File: src/assert_macros.svh
// Assertion helpers shared by the RTL. Synthesis builds define SYNTH.
`ifndef ASSERT_MACROS_SVH
`define ASSERT_MACROS_SVH

`ifndef SYNTH
`define ASSERT_ALWAYS(lbl, expr) \
	lbl: assert property (@(posedge clk) disable iff (!arst_n) (expr)) \
		else $error("assertion failed");
`define ASSERT_IMPLIES(lbl, ante, cons) \
	lbl: assert property (@(posedge clk) disable iff (!arst_n) (ante) |-> (cons)) \
		else $error("assertion failed");
`else
`define ASSERT_ALWAYS(lbl, expr)
`define ASSERT_IMPLIES(lbl, ante, cons)
`endif

`endif

File: src/twp_pkg.sv
package twp_pkg;

	localparam int WEIGHT_WIDTH   = 16;
	// Block size must be a power of two; block ends are found from the low column bits.
	localparam int BLOCK_SIZE     = 256;
	localparam int BLOCK_LOG      = $clog2(BLOCK_SIZE);
	localparam int CODES_PER_WORD = 16;
	localparam int CODE_W         = 2;
	localparam int WORD_W         = CODES_PER_WORD * CODE_W;
	localparam int SLOT_W         = $clog2(CODES_PER_WORD);
	localparam int SCALE_W        = 16;
	localparam int COL_W          = 17;
	localparam int SUM_W          = 24;
	localparam int CNT_W          = 9;
	localparam int BLK_W          = 9;
	localparam int IN_TDATA_W     = ((WEIGHT_WIDTH + 7) / 8) * 8;
	localparam int OUT_TDATA_W    = ((WORD_W + SCALE_W + 7) / 8) * 8;
	localparam int CFG_IDX_W      = 8;
	localparam int CFG_DATA_W     = 17;
	localparam int QDEPTH         = 4;
	localparam int QPTR_W         = $clog2(QDEPTH);

	localparam logic [SUM_W-1:0] SUM_MAX = {SUM_W{1'b1}};
	localparam logic [CNT_W-1:0] CNT_MAX = {CNT_W{1'b1}};
	localparam logic [BLK_W-1:0] BLK_MAX = {BLK_W{1'b1}};

	localparam logic [COL_W-1:0] ROW_LENGTH_RESET     = COL_W'(256);
	localparam logic [BLK_W-1:0] BLOCKS_PER_ROW_RESET = BLK_W'(1);

	localparam logic [CFG_IDX_W-1:0] CFG_ROW_LENGTH     = CFG_IDX_W'(0);
	localparam logic [CFG_IDX_W-1:0] CFG_BLOCKS_PER_ROW = CFG_IDX_W'(1);

	localparam logic [CODE_W-1:0] CODE_ZERO = 2'h0;
	localparam logic [CODE_W-1:0] CODE_POS  = 2'h1;
	localparam logic [CODE_W-1:0] CODE_NEG  = 2'h2;

	localparam logic KIND_WORD  = 1'b0;
	localparam logic KIND_SCALE = 1'b1;

	typedef struct packed {
		logic              has_word;
		logic [WORD_W-1:0] word;
		logic              has_scale;
		logic [SUM_W-1:0]  sum;
		logic [CNT_W-1:0]  count;
	} twp_job_t;

endpackage

File: src/ternary_weight_packer.sv
// Path: a packed word is written to the job queue, then loaded into the output register;
// a block scale follows once the 24-step divider is done and the output is free.
// Throughput: one weight beat per cycle while the four-entry job queue has room; each
// scale holds the back end until it is loaded out, so very short blocks or rows slow input.
// Reset: counters and queue clear, row_length returns to 256 and blocks_per_row to 1.
module ternary_weight_packer
	import twp_pkg::*;
(
	input  logic                   clk,
	input  logic                   arst_n,
	input  logic                   s_tvalid,
	output logic                   s_tready,
	input  logic [IN_TDATA_W-1:0]  s_tdata,   // weight
	input  logic                   s_tlast,   // last_in_matrix
	output logic                   m_tvalid,
	input  logic                   m_tready,
	output logic [OUT_TDATA_W-1:0] m_tdata,   // packed_word, scale_value
	output logic                   m_tuser,   // kind
	output logic                   m_tlast,   // last
	input  logic                   cfg_valid,
	output logic                   cfg_ready,
	input  logic [CFG_IDX_W-1:0]   cfg_index,
	input  logic [CFG_DATA_W-1:0]  cfg_data
);

	twp_job_t           push_job;
	twp_job_t           head;
	logic               push;
	logic               pop;
	logic               empty;
	logic               full;
	logic [WORD_W-1:0]  out_word;
	logic [SCALE_W-1:0] out_scale;

	assign s_tready  = !full;
	assign cfg_ready = 1'b1;

	twp_front u_front (
		.clk            (clk),
		.arst_n         (arst_n),
		.in_valid       (s_tvalid),
		.in_ready       (s_tready),
		.weight         (s_tdata[WEIGHT_WIDTH-1:0]),
		.last_in_matrix (s_tlast),
		.cfg_write      (cfg_valid && cfg_ready),
		.cfg_index      (cfg_index),
		.cfg_data       (cfg_data),
		.push           (push),
		.job            (push_job)
	);

	twp_queue u_queue (
		.clk      (clk),
		.arst_n   (arst_n),
		.push     (push),
		.push_job (push_job),
		.pop      (pop),
		.head     (head),
		.empty    (empty),
		.full     (full)
	);

	twp_back u_back (
		.clk       (clk),
		.arst_n    (arst_n),
		.head      (head),
		.empty     (empty),
		.pop       (pop),
		.out_valid (m_tvalid),
		.out_ready (m_tready),
		.out_kind  (m_tuser),
		.out_word  (out_word),
		.out_scale (out_scale),
		.out_last  (m_tlast)
	);

	assign m_tdata = OUT_TDATA_W'({out_scale, out_word});

endmodule

File: src/twp_front.sv
module twp_front
	import twp_pkg::*;
(
	input  logic                    clk,
	input  logic                    arst_n,
	input  logic                    in_valid,
	input  logic                    in_ready,
	input  logic [WEIGHT_WIDTH-1:0] weight,
	input  logic                    last_in_matrix,
	input  logic                    cfg_write,
	input  logic [CFG_IDX_W-1:0]    cfg_index,
	input  logic [CFG_DATA_W-1:0]   cfg_data,
	output logic                    push,
	output twp_job_t                job
);

	localparam int SUM_EXT_W = ((WEIGHT_WIDTH > SUM_W) ? WEIGHT_WIDTH : SUM_W) + 1;

	logic [COL_W-1:0]  row_len_q;
	logic [BLK_W-1:0]  bpr_q;
	logic [COL_W-1:0]  col_q;
	logic [SUM_W-1:0]  sum_q;
	logic [CNT_W-1:0]  nz_q;
	logic [WORD_W-1:0] acc_q;
	logic [SLOT_W-1:0] slot_q;
	logic [BLK_W-1:0]  blk_q;

	logic                    accept;
	logic                    neg;
	logic                    zero;
	logic [WEIGHT_WIDTH-1:0] mag;
	logic [CODE_W-1:0]       code;
	logic [COL_W:0]          next_col;
	logic                    row_end;
	logic                    block_end;
	logic                    word_end;
	logic                    scale_en;
	logic [SUM_EXT_W-1:0]    sum_ext;
	logic [SUM_W-1:0]        sum_n;
	logic [CNT_W-1:0]        nz_n;
	logic [WORD_W-1:0]       acc_n;

	assign accept = in_valid && in_ready;
	assign neg    = weight[WEIGHT_WIDTH-1];
	assign zero   = (weight == '0);
	// The most negative weight negates to itself, which read unsigned is its magnitude.
	assign mag    = neg ? (~weight + WEIGHT_WIDTH'(1)) : weight;
	assign code   = zero ? CODE_ZERO : (neg ? CODE_NEG : CODE_POS);

	assign next_col  = {1'b0, col_q} + (COL_W+1)'(1);
	assign row_end   = last_in_matrix || (next_col >= {1'b0, row_len_q});
	assign block_end = row_end || (next_col[BLOCK_LOG-1:0] == '0);
	assign word_end  = row_end || (slot_q >= SLOT_W'(CODES_PER_WORD - 1));
	assign scale_en  = block_end && (blk_q < bpr_q);

	assign sum_ext = SUM_EXT_W'(sum_q) + SUM_EXT_W'(mag);
	assign sum_n   = (sum_ext > SUM_EXT_W'(SUM_MAX)) ? SUM_MAX : sum_ext[SUM_W-1:0];
	assign nz_n    = (!zero && nz_q < CNT_MAX) ? nz_q + CNT_W'(1) : nz_q;
	assign acc_n   = acc_q | (WORD_W'(code) << {slot_q, 1'b0});

	assign push          = accept && (word_end || scale_en);
	assign job.has_word  = word_end;
	assign job.word      = acc_n;
	assign job.has_scale = scale_en;
	assign job.sum       = sum_n;
	assign job.count     = nz_n;

	always_ff @(posedge clk or negedge arst_n) begin
		if (!arst_n) begin
			row_len_q <= ROW_LENGTH_RESET;
			bpr_q     <= BLOCKS_PER_ROW_RESET;
		end else if (cfg_write) begin
			if (cfg_index == CFG_ROW_LENGTH) begin
				row_len_q <= cfg_data[COL_W-1:0];
			end else if (cfg_index == CFG_BLOCKS_PER_ROW) begin
				bpr_q <= cfg_data[BLK_W-1:0];
			end
		end
	end

	always_ff @(posedge clk or negedge arst_n) begin
		if (!arst_n) begin
			col_q  <= '0;
			sum_q  <= '0;
			nz_q   <= '0;
			acc_q  <= '0;
			slot_q <= '0;
			blk_q  <= '0;
		end else if (accept) begin
			if (word_end) begin
				acc_q  <= '0;
				slot_q <= '0;
			end else begin
				acc_q  <= acc_n;
				slot_q <= slot_q + SLOT_W'(1);
			end
			if (block_end) begin
				sum_q <= '0;
				nz_q  <= '0;
				if (blk_q < BLK_MAX) begin
					blk_q <= blk_q + BLK_W'(1);
				end
			end else begin
				sum_q <= sum_n;
				nz_q  <= nz_n;
			end
			if (row_end) begin
				col_q <= '0;
				blk_q <= '0;
			end else begin
				col_q <= next_col[COL_W-1:0];
			end
		end
	end

endmodule

File: src/twp_queue.sv
`include "assert_macros.svh"

module twp_queue
	import twp_pkg::*;
(
	input  logic     clk,
	input  logic     arst_n,
	input  logic     push,
	input  twp_job_t push_job,
	input  logic     pop,
	output twp_job_t head,
	output logic     empty,
	output logic     full
);

	twp_job_t          entry_q [QDEPTH];
	logic [QPTR_W-1:0] wr_q;
	logic [QPTR_W-1:0] rd_q;
	logic [QPTR_W:0]   count_q;

	assign empty = (count_q == '0);
	assign full  = (count_q == (QPTR_W+1)'(QDEPTH));
	assign head  = entry_q[rd_q];

	always_ff @(posedge clk) begin
		if (push) begin
			entry_q[wr_q] <= push_job;
		end
	end

	always_ff @(posedge clk or negedge arst_n) begin
		if (!arst_n) begin
			wr_q    <= '0;
			rd_q    <= '0;
			count_q <= '0;
		end else begin
			if (push) begin
				wr_q <= wr_q + QPTR_W'(1);
			end
			if (pop) begin
				rd_q <= rd_q + QPTR_W'(1);
			end
			if (push && !pop) begin
				count_q <= count_q + (QPTR_W+1)'(1);
			end else if (pop && !push) begin
				count_q <= count_q - (QPTR_W+1)'(1);
			end
		end
	end

	`ASSERT_IMPLIES(a_no_push_full, push, !full)
	`ASSERT_IMPLIES(a_no_pop_empty, pop, !empty)
	`ASSERT_ALWAYS(a_count_bound, count_q <= (QPTR_W+1)'(QDEPTH))
	`ASSERT_IMPLIES(a_ptr_gap, !full, (count_q[QPTR_W-1:0] == QPTR_W'(wr_q - rd_q)))

endmodule

File: src/twp_div.sv
module twp_div
	import twp_pkg::*;
(
	input  logic               clk,
	input  logic               arst_n,
	input  logic               start,
	input  logic [SUM_W-1:0]   dividend,
	input  logic [CNT_W-1:0]   divisor,
	output logic               done,
	output logic [SCALE_W-1:0] quotient
);

	localparam int STEP_W = $clog2(SUM_W);

	logic              busy_q;
	logic              done_q;
	logic [STEP_W-1:0] step_q;
	logic [SUM_W-1:0]  dvd_q;
	logic [CNT_W-1:0]  rem_q;
	logic [CNT_W-1:0]  dsr_q;
	logic              zero_q;

	logic [CNT_W:0] rem_sh;
	logic           ge;
	logic [CNT_W:0] rem_nx;

	// Restoring division, one quotient bit per cycle; quotient bits replace the dividend.
	assign rem_sh   = {rem_q, dvd_q[SUM_W-1]};
	assign ge       = (rem_sh >= {1'b0, dsr_q});
	assign rem_nx   = ge ? (rem_sh - {1'b0, dsr_q}) : rem_sh;
	assign done     = done_q;
	assign quotient = zero_q ? '0 : dvd_q[SCALE_W-1:0];

	always_ff @(posedge clk) begin
		if (start) begin
			dvd_q  <= dividend;
			rem_q  <= '0;
			dsr_q  <= divisor;
			zero_q <= (divisor == '0);
		end else if (busy_q) begin
			dvd_q <= {dvd_q[SUM_W-2:0], ge};
			rem_q <= rem_nx[CNT_W-1:0];
		end
	end

	always_ff @(posedge clk or negedge arst_n) begin
		if (!arst_n) begin
			busy_q <= 1'b0;
			done_q <= 1'b0;
			step_q <= '0;
		end else if (start) begin
			busy_q <= 1'b1;
			done_q <= 1'b0;
			step_q <= '0;
		end else if (busy_q) begin
			step_q <= step_q + STEP_W'(1);
			if (step_q == STEP_W'(SUM_W - 1)) begin
				busy_q <= 1'b0;
				done_q <= 1'b1;
			end
		end
	end

endmodule

File: src/twp_back.sv
module twp_back
	import twp_pkg::*;
(
	input  logic                   clk,
	input  logic                   arst_n,
	input  twp_job_t               head,
	input  logic                   empty,
	output logic                   pop,
	output logic                   out_valid,
	input  logic                   out_ready,
	output logic                   out_kind,
	output logic [WORD_W-1:0]      out_word,
	output logic [SCALE_W-1:0]     out_scale,
	output logic                   out_last
);

	localparam logic ST_IDLE = 1'b0;
	localparam logic ST_DIV  = 1'b1;

	logic               state_q;
	logic               valid_q;
	logic               kind_q;
	logic [WORD_W-1:0]  word_q;
	logic [SCALE_W-1:0] scale_q;
	logic               last_q;

	logic               out_free;
	logic               div_start;
	logic               div_done;
	logic [SCALE_W-1:0] div_quot;
	logic               load_word;
	logic               load_scale;

	assign out_free   = !valid_q || out_ready;
	assign pop        = (state_q == ST_IDLE) && !empty && out_free;
	assign load_word  = pop && head.has_word;
	assign div_start  = pop && head.has_scale;
	assign load_scale = (state_q == ST_DIV) && div_done && out_free;

	twp_div u_div (
		.clk      (clk),
		.arst_n   (arst_n),
		.start    (div_start),
		.dividend (head.sum),
		.divisor  (head.count),
		.done     (div_done),
		.quotient (div_quot)
	);

	always_ff @(posedge clk or negedge arst_n) begin
		if (!arst_n) begin
			state_q <= ST_IDLE;
			valid_q <= 1'b0;
		end else begin
			if (load_word || load_scale) begin
				valid_q <= 1'b1;
			end else if (out_ready) begin
				valid_q <= 1'b0;
			end
			case (state_q)
				ST_IDLE: begin
					if (div_start) begin
						state_q <= ST_DIV;
					end
				end
				ST_DIV: begin
					if (load_scale) begin
						state_q <= ST_IDLE;
					end
				end
				default: state_q <= ST_IDLE;
			endcase
		end
	end

	always_ff @(posedge clk) begin
		if (load_word) begin
			kind_q  <= KIND_WORD;
			word_q  <= head.word;
			scale_q <= '0;
			last_q  <= !head.has_scale;
		end else if (load_scale) begin
			kind_q  <= KIND_SCALE;
			word_q  <= '0;
			scale_q <= div_quot;
			last_q  <= 1'b1;
		end
	end

	assign out_valid = valid_q;
	assign out_kind  = kind_q;
	assign out_word  = word_q;
	assign out_scale = scale_q;
	assign out_last  = last_q;

endmodule
File: config.mk
export PLATFORM = sky130hd
export DESIGN_NAME = ternary_weight_packer
export DESIGN_NICKNAME = d
export VERILOG_FILES = /design/src/twp_pkg.sv /design/src/ternary_weight_packer.sv /design/src/twp_front.sv /design/src/twp_queue.sv /design/src/twp_div.sv /design/src/twp_back.sv
export VERILOG_INCLUDE_DIRS = /design/src /design/src/src
export SDC_FILE = /design/constraint.sdc
export NUM_CORES = 1
export LEC_CHECK = 0
export ABC_CLOCK_PERIOD_IN_PS = 6760
export BUFFER_PORTS_ARGS = -buffer_cell sky130_fd_sc_hd__buf_2
export CORE_MARGIN = 2
export CORE_UTILIZATION = 30
export CTS_BUF_LIST = sky130_fd_sc_hd__clkbuf_4 sky130_fd_sc_hd__clkbuf_8
export DETAILED_ROUTE_END_ITERATION = 8
export GPL_TIMING_DRIVEN = 1
export PLACE_DENSITY_LB_ADDON = 0.25
export SLEW_MARGIN = 25
export SYNTH_ARGS = -nofsm -noshare
export SYNTH_HDL_FRONTEND = slang
export SYNTH_SLANG_ARGS = --single-unit
File: constraint.sdc
create_clock -name clk -period 6.76 [get_ports clk]
set_input_delay 1.352 -clock clk [delete_from_list [all_inputs] [get_ports clk]]
set_output_delay 1.352 -clock clk [all_outputs]
set_load 0.02 [all_outputs]
==> impl_results.html <==
<table>
<tr><th>Metric</th><th>Value</th></tr>
<tr><th colspan="2">Route</th></tr>
<tr><td>Detailed-route DRC error count</td><td>0</td></tr>
<tr><td>WL/cell</td><td>17.8 um</td></tr>
<tr><td>Vias per inst</td><td>4.82</td></tr>
<tr><td>Count of routing violations after the opening detailed-route iteration</td><td>956</td></tr>
<tr><td>WL final</td><td>50100 um</td></tr>
<tr><td>Drt pass-1 iters</td><td>7</td></tr>
<tr><td>DRT antenna net count</td><td>0</td></tr>
<tr><td>Via count of the routed design</td><td>13600</td></tr>
<tr><th colspan="2">CTS</th></tr>
<tr><td>CTS Sinks</td><td>498</td></tr>
<tr><td>Maximum number of buffers from clock root to sink</td><td>3</td></tr>
<tr><td>Post-cts repair resize count</td><td>0</td></tr>
<tr><td>Clock-pin slew on the worst setup and hold paths</td><td>0.06 ns</td></tr>
<tr><td>Post-CTS Setup Inserts</td><td>0</td></tr>
<tr><td>CTS tree</td><td>done</td></tr>
<tr><td>Cts-stage hold buffer count</td><td>0</td></tr>
<tr><td>Root buffer selected by CTS</td><td>sky130_fd_sc_hd__clkbuf_8</td></tr>
<tr><td>Clock buffers created by TritonCTS</td><td>83</td></tr>
<tr><td>CTS HTree Levels</td><td>3</td></tr>
<tr><td>Clock latency of the later-clocked register in the worst-skew pair</td><td>0.67 ns</td></tr>
<tr><th colspan="2">Placed design</th></tr>
<tr><td>HPWL reported at the end of detailed placement</td><td>31800 um</td></tr>
<tr><td>Worst slack after detailed placement</td><td>0.977 ns</td></tr>
<tr><td>Post-placement cell count</td><td>2664</td></tr>
<tr><td>Placer's final routability congestion estimate</td><td>0.808</td></tr>
<tr><td>Total of buffers placed on input and output ports</td><td>98</td></tr>
<tr><th colspan="2">Yosys</th></tr>
<tr><td>Number of flops mapped to enable cells by yosys</td><td>335</td></tr>
<tr><td>Fraction of synthesis flops using an asynchronous set or reset pin</td><td>27.5%</td></tr>
<tr><td>Warnings from Yosys</td><td>0</td></tr>
<tr><td>Cell type contributing the most total cell area after synthesis</td><td>sky130_fd_sc_hd__edfxtp_1</td></tr>
<tr><td>Distinct cells, synth</td><td>74</td></tr>
<tr><td>Cell types with the largest area share after synthesis</td><td>sky130_fd_sc_hd__edfxtp_1, sky130_fd_sc_hd__dfrtp_1, sky130_fd_sc_hd__mux4_2</td></tr>
<tr><td>Post-Syn Area per Cell</td><td>13.3 um2</td></tr>
<tr><td>Netlist Area Pre-Place</td><td>22100 um2</td></tr>
<tr><td>Share of the yosys chip area belonging to registers</td><td>63.4%</td></tr>
<tr><td>Leading register cell type out of synthesis</td><td>sky130_fd_sc_hd__edfxtp_1</td></tr>
<tr><td>Syn_nets</td><td>1781</td></tr>
<tr><td>Cells after Synth</td><td>1669</td></tr>
<tr><td>Yosys top cell area share</td><td>45.5%</td></tr>
<tr><td>#FFs+latches synth</td><td>498</td></tr>
<tr><th colspan="2">Finish</th></tr>
<tr><td>Final layout net count</td><td>1902</td></tr>
<tr><td>Synthesis-to-layout area growth</td><td>15.4%</td></tr>
<tr><td>Post-Layout Cell Count</td><td>2818</td></tr>
<tr><td>Fraction of final layout cells sized beyond drive strength 1</td><td>20.6%</td></tr>
<tr><td>FILL cells</td><td>7074</td></tr>
<tr><th colspan="2">Pwr</th></tr>
<tr><td>Total Power Consumption</td><td>0.0104 W</td></tr>
<tr><td>Power per Cell Area</td><td>408 nW/um2</td></tr>
<tr><td>Cell leakage power</td><td>10.3 nW</td></tr>
<tr><td>Maximum vdd drop</td><td>0.171 mV</td></tr>
<tr><th colspan="2">Setup path</th></tr>
<tr><td>Start-to-end type of the worst setup path</td><td>input pin to flip-flop</td></tr>
<tr><td>Crit Path Max Fanout</td><td>21</td></tr>
<tr><td>Arr. time, crit path</td><td>5.69 ns</td></tr>
<tr><td>Nature of the critical path startpoint</td><td>input pin</td></tr>
<tr><td>Cell chain of the critical path</td><td>buf_2 -&gt; nor4_1 -&gt; nand3_1 -&gt; o31ai_1 -&gt; xnor2_1 -&gt; ha_1 -&gt; a21o_1 -&gt; a21o_1 -&gt; a21oi_1 -&gt; o21ai_0 -&gt; o21bai_2 -&gt; nand2_1 -&gt; o21ai_0 -&gt; a22o_1</td></tr>
<tr><td>Crit end category</td><td>flip-flop</td></tr>
<tr><td>Gate family responsible for the most delay along the worst path</td><td>compound AO/OA/AOI/OAI gates</td></tr>
<tr><td>Bufs and invs on worst path</td><td>1</td></tr>
<tr><td>Startpoint of the most critical register-to-register path</td><td>u_front.col_q[0]</td></tr>
<tr><td>Worst reg-to-reg path cell count</td><td>17</td></tr>
<tr><td>Critical path startpoint</td><td>s_tdata[3]</td></tr>
<tr><td>CP required</td><td>7.30 ns</td></tr>
<tr><td>Setup slack on the worst flop-to-flop path</td><td>1.77 ns</td></tr>
<tr><td>Worst flop-to-flop path endpoint</td><td>u_queue.entry_q[0][9]</td></tr>
<tr><td>Worst path slowest cell</td><td>sky130_fd_sc_hd__nand2_1</td></tr>
<tr><td>Max stage delay on crit path</td><td>0.72 ns</td></tr>
<tr><th colspan="2">Die</th></tr>
<tr><td>Number of top-level design ports</td><td>100</td></tr>
<tr><td>Floorplan die width</td><td>276 um</td></tr>
<tr><td>Vert. Die Dim</td><td>276 um</td></tr>
<tr><td>Full die area</td><td>75900 um2</td></tr>
<tr><td>Number of standard-cell rows in the floorplan</td><td>99</td></tr>
<tr><td>Placeable core region</td><td>73000 um2</td></tr>
<tr><td>Initial cell density of the core</td><td>30.3%</td></tr>
<tr><th colspan="2">STA</th></tr>
<tr><td>Achievable clock frequency</td><td>194 MHz</td></tr>
<tr><td>Final period utilization</td><td>76.1%</td></tr>
<tr><td>Setup repair after global routing missed its margin</td><td>false</td></tr>
<tr><td>Final hold violations</td><td>0</td></tr>
<tr><td>Final worst path period need</td><td>5.14 ns</td></tr>
<tr><td>Least-Margin Pin Slew</td><td>0.994 ns</td></tr>
<tr><td>Clock skew</td><td>0.0431 ns</td></tr>
<tr><td>Final setup margin</td><td>1.62 ns</td></tr>
<tr><td>Final setup vio count</td><td>0</td></tr>
<tr><td>Fin. max-slew vios</td><td>0</td></tr>
<tr><td>Slew HR</td><td>33.2%</td></tr>
<tr><td>Final TNS setup</td><td>0 ns</td></tr>
<tr><th colspan="2">Run status</th></tr>
<tr><td>Status</td><td>finished clean</td></tr>
<tr><th colspan="2">Global routing</th></tr>
<tr><td>Met2 capacity usage during global routing</td><td>21.9%</td></tr>
<tr><td>Number of global-route vias before repair</td><td>14100</td></tr>
<tr><td>Global-route met1 utilization</td><td>18.0%</td></tr>
<tr><td>Total gr overflow</td><td>0</td></tr>
<tr><td>Overall fraction of global-route tracks in use</td><td>13.5%</td></tr>
<tr><td>Global-route layer with the greatest usage</td><td>met2</td></tr>
<tr><td>Met3 demand-to-capacity share in global routing</td><td>2.36%</td></tr>
<tr><td>Initial antenna violation count</td><td>2</td></tr>
<tr><td>Wire length of the first global-routing pass</td><td>79600 um</td></tr>
<tr><td>Largest net degree at the start of global routing</td><td>90</td></tr>
<tr><th colspan="2">Worst hold path</th></tr>
<tr><td>Depth of the worst hold-timing path</td><td>2</td></tr>
<tr><td>Min-delay src</td><td>u_back.out_kind</td></tr>
<tr><td>End point of the most critical hold path</td><td>u_back.out_kind</td></tr>
<tr><td>Type of the tightest min-delay check</td><td>flip-flop to flip-flop</td></tr>
<tr><th colspan="2">Job</th></tr>
<tr><td>Max capacitance violation total</td><td>0</td></tr>
</table>
[cell usage in the layout, fill, tap and decap left out, types with 6 or more instances in the layout]
master                     Yosys  final
sky130_fd_sc_hd__a31oi_1      20     20
sky130_fd_sc_hd__o31ai_1      10     10
sky130_fd_sc_hd__a22o_1       20     20
sky130_fd_sc_hd__clkinv_1      0      6
sky130_fd_sc_hd__nand2b_1     14     14
sky130_fd_sc_hd__xnor2_1      42     42
sky130_fd_sc_hd__mux4_2       66     66
sky130_fd_sc_hd__clkinv_2      0     10
sky130_fd_sc_hd__dfrtp_1     135    133
sky130_fd_sc_hd__mux2_2       16     16
sky130_fd_sc_hd__inv_1        61     61
sky130_fd_sc_hd__ha_1         62     62
sky130_fd_sc_hd__o21a_1        6      6
sky130_fd_sc_hd__dfxtp_1      26     26
sky130_fd_sc_hd__o21ai_0      78     78
sky130_fd_sc_hd__nor2b_1       9      9
sky130_fd_sc_hd__and3_1       46     46
sky130_fd_sc_hd__buf_4         2     17
sky130_fd_sc_hd__edfxtp_1    335    335
sky130_fd_sc_hd__nor3b_1      18     17
sky130_fd_sc_hd__xor2_1       29     29
sky130_fd_sc_hd__nor3_1       14     14
sky130_fd_sc_hd__buf_2        15     97
sky130_fd_sc_hd__a21o_1       39     39
sky130_fd_sc_hd__nand3_1      39     39
sky130_fd_sc_hd__clkbuf_4      0     32
sky130_fd_sc_hd__and2_1       14     10
sky130_fd_sc_hd__mux2i_1      10     10
sky130_fd_sc_hd__nor2_1      107    104
sky130_fd_sc_hd__clkbuf_8      0     95
sky130_fd_sc_hd__a21oi_1      85     85
sky130_fd_sc_hd__nand4_1      17     17
sky130_fd_sc_hd__nand2_1     192    191
[area by class of cell]
type                            count  area (um2)  area share, %
Sequential cell                   498       14000           54.9
Clock buffer                      127        1550           6.06
Multi-Input combinational cell   1028        7560           29.6
Tap cell                          959        1200           4.70
Inverter                           61         229          0.897
Antenna cell                        1        2.50        0.00980
Clock inverter                     26         292           1.14
Timing Repair Buffer              118         684           2.68
[cells by family (layout without fill, tap and decap cells)]
logic type | Yosys count | count (layout) | synth area share, %
AOI/OAI and AO/OA | 302 | 302 | 8.74
xor gates and xnor gates | 71 | 71 | 2.81
adders and majority gates | 65 | 65 | 3.78
buffers and inverters | 143 | 332 | 2.58
DFF | 498 | 498 | 63.4
muxes | 93 | 93 | 8.04
other | 1 | 2 | 0.0170
and+or+nand+nor | 496 | 496 | 10.7
[how the worst max path moves through the flow]
stage                            end  slack, ns  cells after the start
2_1_floorplan  u_queue.entry_q[0][0]       1.69                     18
3_3_place_gp        u_front.sum_q[6]       1.08                     14
3_5_place_dp        u_front.sum_q[2]       0.98                     14
4_1_cts        u_queue.entry_q[0][9]       1.66                     17
5_1_grt             u_front.sum_q[2]       1.14                     14
6_report            u_front.sum_q[2]       1.62                     14
[synth_stat cells (all sizes together), types with 9 or more instances]
cell type,instances
ha,62
nand2b,14
a21oi,87
a31oi,21
clkbuf,59
a22o,20
edfxtp,335
xor2,29
a21o,39
mux4,66
o31ai,10
dfxtp,26
nand2,193
dfrtp,135
inv,61
and2,15
nor3b,18
nor2,111
nor3,15
nand3,41
mux2i,10
buf,23
nand4,17
o21ai,80
mux2,17
and3,46
nor2b,9
xnor2,42
[power breakdown]
part           leakage, nW  internal [W]  switching, W
sequential            5.11       0.00412      0.000412
clock                0.981       0.00167       0.00122
combinational         4.21       0.00120       0.00179
[metrics by stage]
stage	hold slack, ns	instance area, um2	util [%]
after CTS	0.450	25500	35.0
after detailed placement	0.441	23700	32.5
after floorplan	0.457	22100	-
after global routing	0.483	25500	35.0
final	0.442	25500	35.0
after global placement	0.432	23700	32.5
[registers in the layout (all words and copies together), names as in the netlist, 2 cells and up]
register             count
u_back.u_div.dvd_q      24
u_queue.rd_q             2
u_front.acc_q           32
u_front.row_len_q       17
u_queue.entry_q        268
u_back.u_div.dsr_q       9
u_front.blk_q            9
u_back.out_word         32
u_front.nz_q             9
u_front.col_q           17
u_back.u_div.step_q      5
u_queue.count_q          3
u_front.sum_q           24
u_front.slot_q           4
u_back.out_scale        16
u_back.u_div.rem_q       9
u_queue.wr_q             2
u_front.bpr_q            9
[per-layer routing]
metal	vias up	wire [um]
li1	6415	-
met1	6817	22900
met2	258	23900
met3	86	1960
met4	2	1330
met5	-	16
[worst register-to-register path, cell delays in order, from the launching register on]
cell	delay (ns)
sky130_fd_sc_hd__dfrtp_1	0.47
sky130_fd_sc_hd__ha_1	0.27
sky130_fd_sc_hd__nand2_1	0.09
sky130_fd_sc_hd__nor2_1	0.21
sky130_fd_sc_hd__and3_1	0.34
sky130_fd_sc_hd__nand2_1	0.11
sky130_fd_sc_hd__nor2_1	0.15
sky130_fd_sc_hd__xor2_1	0.11
sky130_fd_sc_hd__ha_1	0.31
sky130_fd_sc_hd__nand4_1	0.11
sky130_fd_sc_hd__o41ai_1	0.35
sky130_fd_sc_hd__a211oi_1	0.12
sky130_fd_sc_hd__and3_1	0.31
sky130_fd_sc_hd__nand2_4	0.30
sky130_fd_sc_hd__a31oi_4	0.11
sky130_fd_sc_hd__a21oi_4	0.27
sky130_fd_sc_hd__and2_4	0.52
sky130_fd_sc_hd__buf_4	0.46
(Power assumes the default switching activity.)
